===== src/rtl/axtr_pkg.sv =====
`default_nettype none
package axtr_pkg;

  localparam logic [7:0] BYTE_ZERO   = 8'h00;
  localparam logic [7:0] BYTE_CMD    = 8'hC0;
  localparam logic [7:0] BYTE_ACK    = 8'h06;
  localparam logic [7:0] BYTE_NAK    = 8'h15;
  localparam logic [7:0] NODE_RESET  = 8'h14;
  localparam logic [7:0] SENDER_RESET = 8'h24;

  localparam logic [7:0] REG_NODE_ADDRESS   = 8'd0;
  localparam logic [7:0] REG_SENDER_ADDRESS = 8'd1;

  typedef enum logic [2:0] {
    PH_IDLE,
    PH_ADDR_BEGUN,
    PH_ADDRESSED,
    PH_COMMAND,
    PH_SENDER,
    PH_LENGTH,
    PH_TELEGRAM,
    PH_CHECK
  } phase_e;

  typedef enum logic [1:0] {
    KIND_ADDR_ACK,
    KIND_ACCEPT,
    KIND_NAK,
    KIND_BYTE
  } kind_e;

  typedef struct packed {
    logic       rx_backlog;
    logic       rx_mark;
    logic [7:0] rx_byte;
  } item_t;

  typedef struct packed {
    logic       valid;
    kind_e      out_kind;
    logic [7:0] out_byte;
    logic [7:0] out_index;
    logic       out_last;
  } result_t;

endpackage
`default_nettype wire


===== src/rtl/axtr_phase_fsm.sv =====
`default_nettype none
module axtr_phase_fsm (
  input  wire logic            clk_i,
  input  wire logic            rst_ni,
  input  wire logic            en_i,
  input  wire axtr_pkg::item_t item_i,
  input  wire logic [7:0]      node_address_i,
  input  wire logic [7:0]      sender_address_i,
  output axtr_pkg::phase_e     phase_o,
  output axtr_pkg::result_t    result_o
);
  import axtr_pkg::*;

  phase_e     phase_q, phase_d;
  logic [7:0] xor_q, xor_d;
  logic [7:0] count_q, count_d;
  logic [7:0] len_q, len_d;
  logic       last;

  always_comb begin
    phase_d  = phase_q;
    xor_d    = xor_q;
    count_d  = count_q;
    len_d    = len_q;
    result_o = '0;
    last     = (count_q == len_q);
    case (phase_q)
      PH_IDLE: begin
        if (item_i.rx_byte == BYTE_ZERO && item_i.rx_mark) phase_d = PH_ADDR_BEGUN;
      end
      PH_ADDR_BEGUN: begin
        if (item_i.rx_byte == node_address_i && item_i.rx_mark) begin
          // backlog keeps the line free: skip the address ACK
          if (!item_i.rx_backlog) begin
            result_o.valid    = 1'b1;
            result_o.out_kind = KIND_ADDR_ACK;
            result_o.out_byte = BYTE_ACK;
          end
          phase_d = PH_ADDRESSED;
        end else begin
          phase_d = PH_IDLE;
        end
      end
      PH_ADDRESSED: begin
        if (item_i.rx_byte == BYTE_CMD && !item_i.rx_mark) begin
          xor_d   = item_i.rx_byte;
          phase_d = PH_COMMAND;
        end else begin
          phase_d = PH_IDLE;
        end
      end
      PH_COMMAND: begin
        if (item_i.rx_byte == BYTE_ZERO && !item_i.rx_mark) begin
          xor_d   = xor_q ^ item_i.rx_byte;
          phase_d = PH_SENDER;
        end else begin
          phase_d = PH_IDLE;
        end
      end
      PH_SENDER: begin
        // mark bit ignored on the sender byte
        if (item_i.rx_byte == sender_address_i) begin
          xor_d   = xor_q ^ item_i.rx_byte;
          phase_d = PH_LENGTH;
        end else begin
          phase_d = PH_IDLE;
        end
      end
      PH_LENGTH: begin
        if (item_i.rx_byte != BYTE_ZERO && !item_i.rx_mark) begin
          len_d             = item_i.rx_byte;
          xor_d             = xor_q ^ item_i.rx_byte;
          count_d           = 8'd1;
          result_o.valid    = 1'b1;
          result_o.out_kind = KIND_BYTE;
          result_o.out_byte = item_i.rx_byte;
          phase_d           = PH_TELEGRAM;
        end else begin
          phase_d = PH_IDLE;
        end
      end
      PH_TELEGRAM: begin
        xor_d              = xor_q ^ item_i.rx_byte;
        result_o.valid     = 1'b1;
        result_o.out_kind  = KIND_BYTE;
        result_o.out_byte  = item_i.rx_byte;
        result_o.out_index = count_q;
        result_o.out_last  = last;
        count_d            = count_q + 8'd1;
        if (last) phase_d = PH_CHECK;
      end
      PH_CHECK: begin
        result_o.valid = 1'b1;
        if (item_i.rx_byte == xor_q) begin
          result_o.out_kind = KIND_ACCEPT;
          result_o.out_byte = BYTE_ACK;
        end else begin
          result_o.out_kind = KIND_NAK;
          result_o.out_byte = BYTE_NAK;
        end
        phase_d = PH_IDLE;
      end
      default: phase_d = PH_IDLE;
    endcase
    if (!en_i) result_o.valid = 1'b0;
  end

  always_ff @(posedge clk_i or negedge rst_ni) begin
    if (!rst_ni) begin
      phase_q <= PH_IDLE;
      xor_q   <= '0;
      count_q <= '0;
      len_q   <= '0;
    end else if (en_i) begin
      phase_q <= phase_d;
      xor_q   <= xor_d;
      count_q <= count_d;
      len_q   <= len_d;
    end
  end

  assign phase_o = phase_q;

endmodule
`default_nettype wire


===== src/rtl/axtr_out_reg.sv =====
`default_nettype none
module axtr_out_reg (
  input  wire logic              clk_i,
  input  wire logic              rst_ni,
  input  wire axtr_pkg::result_t result_i,
  output logic                   ready_o,
  output logic                   valid_o,
  input  wire logic              take_i,
  output axtr_pkg::result_t      result_o
);
  import axtr_pkg::*;

  logic    valid_q, valid_d;
  result_t data_q;

  assign ready_o = !valid_q || take_i;

  always_comb begin
    valid_d = valid_q;
    if (take_i) valid_d = 1'b0;
    if (ready_o && result_i.valid) valid_d = 1'b1;
  end

  always_ff @(posedge clk_i or negedge rst_ni) begin
    if (!rst_ni) begin
      valid_q <= 1'b0;
    end else begin
      valid_q <= valid_d;
    end
  end

  // payload: load only with a new result
  always_ff @(posedge clk_i) begin
    if (ready_o && result_i.valid) data_q <= result_i;
  end

  assign valid_o  = valid_q;
  assign result_o = data_q;

endmodule
`default_nettype wire


===== src/rtl/addressed_xor_telegram_receiver_core.sv =====
// Path: a character is loaded into the input register, passes through the phase machine,
// and its result is loaded into the result register that drives the master side.
// Throughput: one character per cycle while the master side takes results; the phase
// register and its next-state logic close the loop from one character to the next.
// Reset (rst_ni low, asynchronous): phase idle, checksum, count and length cleared,
// both pipeline stages empty, node address 0x14 and sender address 0x24.
`default_nettype none
module addressed_xor_telegram_receiver_core (
  input  wire logic        clk_i,
  input  wire logic        rst_ni,
  // character input
  input  wire logic        s_axis_tvalid,
  output logic             s_axis_tready,
  input  wire logic [15:0] s_axis_tdata,   // [7:0] rx_byte, [8] rx_backlog, rest zero
  input  wire logic [0:0]  s_axis_tuser,   // [0] rx_mark
  // result output
  output logic             m_axis_tvalid,
  input  wire logic        m_axis_tready,
  output logic [15:0]      m_axis_tdata,   // [7:0] out_byte, [15:8] out_index
  output logic [1:0]       m_axis_tuser,   // [1:0] out_kind
  output logic             m_axis_tlast,   // out_last
  // configuration write channel
  input  wire logic        cfg_valid_i,
  output logic             cfg_ready_o,
  input  wire logic [7:0]  cfg_index_i,
  input  wire logic [7:0]  cfg_data_i
);
  import axtr_pkg::*;

  logic       in_valid_q;
  item_t      in_item_q;
  logic       advance;
  logic       out_ready;
  logic [7:0] node_q;
  logic [7:0] sender_q;
  phase_e     phase;
  result_t    step_res;
  result_t    out_res;

  // Configuration: always ready, writes beyond the register list are dropped.
  assign cfg_ready_o = 1'b1;

  always_ff @(posedge clk_i or negedge rst_ni) begin
    if (!rst_ni) begin
      node_q   <= NODE_RESET;
      sender_q <= SENDER_RESET;
    end else if (cfg_valid_i) begin
      if (cfg_index_i == REG_NODE_ADDRESS)   node_q   <= cfg_data_i;
      if (cfg_index_i == REG_SENDER_ADDRESS) sender_q <= cfg_data_i;
    end
  end

  // Input register: advance the held character into the phase machine whenever
  // the result register can take whatever it produces.
  assign advance       = in_valid_q && out_ready;
  assign s_axis_tready = !in_valid_q || advance;

  always_ff @(posedge clk_i or negedge rst_ni) begin
    if (!rst_ni) begin
      in_valid_q <= 1'b0;
    end else if (s_axis_tready) begin
      in_valid_q <= s_axis_tvalid;
    end
  end

  always_ff @(posedge clk_i) begin
    if (s_axis_tvalid && s_axis_tready) begin
      in_item_q.rx_byte    <= s_axis_tdata[7:0];
      in_item_q.rx_backlog <= s_axis_tdata[8];
      in_item_q.rx_mark    <= s_axis_tuser[0];
    end
  end

  // Receive machine: phase, running checksum, byte count and length.
  axtr_phase_fsm u_fsm (
    .clk_i            (clk_i),
    .rst_ni           (rst_ni),
    .en_i             (advance),
    .item_i           (in_item_q),
    .node_address_i   (node_q),
    .sender_address_i (sender_q),
    .phase_o          (phase),
    .result_o         (step_res)
  );

  // Result register: holds one finished transfer until the master side takes it.
  axtr_out_reg u_out (
    .clk_i    (clk_i),
    .rst_ni   (rst_ni),
    .result_i (step_res),
    .ready_o  (out_ready),
    .valid_o  (m_axis_tvalid),
    .take_i   (m_axis_tready),
    .result_o (out_res)
  );

  assign m_axis_tdata = {out_res.out_index, out_res.out_byte};
  assign m_axis_tuser = out_res.out_kind;
  assign m_axis_tlast = out_res.out_last;

  // A checksum character always produces an accept or reject transfer.
  a_check_gives_result : assert property (@(posedge clk_i) disable iff (!rst_ni)
    (advance && phase == PH_CHECK) |=> m_axis_tvalid)
    else $error("checksum character produced no result");

  // Only telegram bytes past the length byte can carry the last flag.
  a_last_on_payload : assert property (@(posedge clk_i) disable iff (!rst_ni)
    (m_axis_tvalid && m_axis_tlast) |->
      (m_axis_tuser == KIND_BYTE && m_axis_tdata[15:8] != 8'd0))
    else $error("last flag on a non-payload result");

  // ACK and NAK transfers carry index zero and the matching reply byte.
  a_reply_shape : assert property (@(posedge clk_i) disable iff (!rst_ni)
    (m_axis_tvalid && m_axis_tuser != KIND_BYTE) |->
      (m_axis_tdata[15:8] == 8'd0 &&
       ((m_axis_tuser == KIND_NAK && m_axis_tdata[7:0] == BYTE_NAK) ||
        (m_axis_tuser != KIND_NAK && m_axis_tdata[7:0] == BYTE_ACK))))
    else $error("malformed reply transfer");

  // The input stage never drops a held character while the result side stalls.
  a_hold_in_stage : assert property (@(posedge clk_i) disable iff (!rst_ni)
    (in_valid_q && !out_ready) |=> in_valid_q)
    else $error("held character lost during stall");

endmodule
`default_nettype wire


===== config.mk =====
export PLATFORM = sky130hd
export DESIGN_NAME = addressed_xor_telegram_receiver_core
export DESIGN_NICKNAME = d
export VERILOG_FILES = /design/src/rtl/axtr_pkg.sv /design/src/rtl/axtr_phase_fsm.sv /design/src/rtl/axtr_out_reg.sv /design/src/rtl/addressed_xor_telegram_receiver_core.sv
export SDC_FILE = /design/constraint.sdc
export NUM_CORES = 1
export LEC_CHECK = 0
export ABC_AREA = 1
export BUFFER_PORTS_ARGS = -buffer_cell sky130_fd_sc_hd__buf_2
export CORE_ASPECT_RATIO = 0.75
export CORE_UTILIZATION = 46
export DETAILED_ROUTE_END_ITERATION = 8
export GPL_TIMING_DRIVEN = 1
export HOLD_SLACK_MARGIN = 0.05
export PLACE_DENSITY = 0.69
export SLEW_MARGIN = 15
export SYNTH_ARGS = -nofsm -noshare
export SYNTH_HDL_FRONTEND = slang
export SYNTH_HIERARCHICAL = 1
export SYNTH_SLANG_ARGS = --single-unit

===== constraint.sdc =====
create_clock -name clk_i -period 2.6 [get_ports clk_i]
set_clock_uncertainty 0.15 [all_clocks]
set_input_delay 0.65 -clock clk_i [delete_from_list [all_inputs] [get_ports clk_i]]
set_output_delay 0.65 -clock clk_i [all_outputs]
set_load 0.02 [all_outputs]

==> out/results.tsv <==
metric	value	unit
fin cells	625	
CTS tree	yes	
Syn. warnings	6	
type of origin of the critical path	register	
Final HPWL DP	6280	microns
Hold WC Path Type	in2async	
fin worst setup slack	0.324	ns
width of the chip	110	microns
initial drt markers	174	
share of cells above drive strength 1	0.280	
post-CTS sizing	0	
Met3 Wirelength	375	microns
Final Slew Violations	0	
relative slew slack	0.599	
DRT met1 WL	4200	microns
largest net degree at the start of global routing	24	
drt drc	0	
R2R Path End	u_out/result_o[15]	
remaining antenna violation count	0	
crit share post-route	0.875	
num rows	29	
cells along the critical path	inv_2 > nand2_1 > nand2_1 > nor2_1 > nand3_1 > nor2_1 > nand2_1 > a21oi_1 > inv_1 > a21oi_2 > buf_12	
met2 WL post-DR	3890	microns
Vias per Instance	4.99	
gr usage total	0.206	
cell area after synthesis	0.00403	sq mm
Post-Route Utilization	0.556	
GRT overflow	0	
Critical-path top delay cell	edfxtp_1	
number of global-route vias before repair	2906	
CTS H-tree lvls	3	
Root Buffer	clkbuf_16	
nature of the critical path endpoint	register	
Fin Hold WS	0.162	ns
DRT Wirelength	8550	microns
r2r worst-path depth	11	
Hold Fails Final Rpt	0	
Cells after Synth	454	
RSZ-0062 raised after global routing	false	
clock buffer depth	2	
Req. time, crit path	2.49	ns
Starting Density	0.475	
Inserted Clock Buffers	9	
reg-to-reg startpoint	in_item_q[4]	
Sink Count	74	
Die Span Y	83.1	microns
CP most frequent cell	nand2_1	
post-route cell area	0.00472	sq mm
core outline area	0.00849	sq mm
WP data arrival	2.17	ns
maxcap violations	0	
max incr delay on CP	0.50	ns
Peak supply drop	0.385	mV
worst-margin pin slew	0.601	ns
largest fanout on the critical path	19	
later-pin clock latency in the skew report	0.34	ns
# Post-CTS Setup Buffers	0	
GP Congestion	0.854	
R2R Setup Slk	0.32	ns
wire length per cell	13.7	microns
IO Pins	60	
Mapped Avg Cell Area	8.89	sq um
post-placement cell count	609	
most common cell after layout, fill and taps aside	nand2_1	
max frequency	0.439	GHz
I/O Buffers	51	
area of the die	0.00915	sq mm
Reg clk slew, reported paths	0.06	ns
fin crit period	2.28	ns
Post-DP Area	0.00440	sq mm
Setup Viol. Count Final	0	
Layout Nets	551	
hold buffer count at cts	0	
DR vias	3117	
status	complete, no violations	
TritonRoute pass-1 iters	5	
Antenna Cells	0	
Pwr Total	2.89	mW
Crit Path Class	reg2reg	
Synthesized Nets	493	
pre-CTS setup slack	0.340	ns
most frequent cells in the layout	134 x nand2_1, 51 x buf_2, 41 x dfrtp_1	
initial antenna violation count	0	
static leakage	2.31	nW
total negative slack	0	ns
highest metal used	met4	
first-pass GRT wire length	14000	microns
area delta synth->final	17.0	%
Power Dens Cells	613	mW/mm^2
[how the worst max path moves through the flow]
stage | start | end | depth (start not counted)
2_1_floorplan | m_axis_tready | u_out/result_o[0] | 8
3_3_place_gp | m_axis_tready | u_out/result_o[8] | 10
3_5_place_dp | m_axis_tready | u_out/result_o[7] | 10
4_1_cts | in_item_q[7] | u_out/result_o[15] | 8
5_1_grt | in_item_q[4] | u_out/result_o[15] | 11
6_report | in_item_q[4] | u_out/result_o[15] | 11
[layer usage]
metal,global-route usage,up-vias
met2,0.311,73
li1,-,1566
met5,0,-
met4,0.0610,0
met3,0.0573,5
met1,0.288,1473
[report_power, final]
group / internal, mW / switching [mW] / total (mW)
Clock: 0.865 / 0.484 / 1.35
Combinational: 0.0928 / 0.153 / 0.246
Sequential: 1.25 / 0.0456 / 1.30
[registers in the layout, indices dropped and copies added (netlist names)]
| signal | cells |
|---|---|
| u_out/result_o | 19 |
| in_item_q | 10 |
| node_q | 8 |
| sender_q | 8 |
| u_fsm/count_q | 8 |
| u_fsm/len_q | 8 |
| u_fsm/xor_q | 8 |
| u_fsm/phase_o | 3 |
| in_valid_q | 1 |
| u_out/valid_o | 1 |
[area by class of cell]
cell class	instances	area (sq um)
Fill cell	772	3770
Sequential cell	74	2000
Multi-Input combinational cell	316	1720
Timing Repair Buffer	59	340
Clock buffer	11	243
Inverter	52	203
Tap cell	108	135
Clock inverter	5	78.8
[critical path, delay by kind of cell (launching register included)]
family | cells | cell delay, ns
AOI/OAI and AO/OA | 2 | 0.31
buffers and inverters | 3 | 0.36
DFF | 1 | 0.50
and+or+nand+nor | 6 | 0.64
No activity file was read; power rests on OpenSTA's default activity.
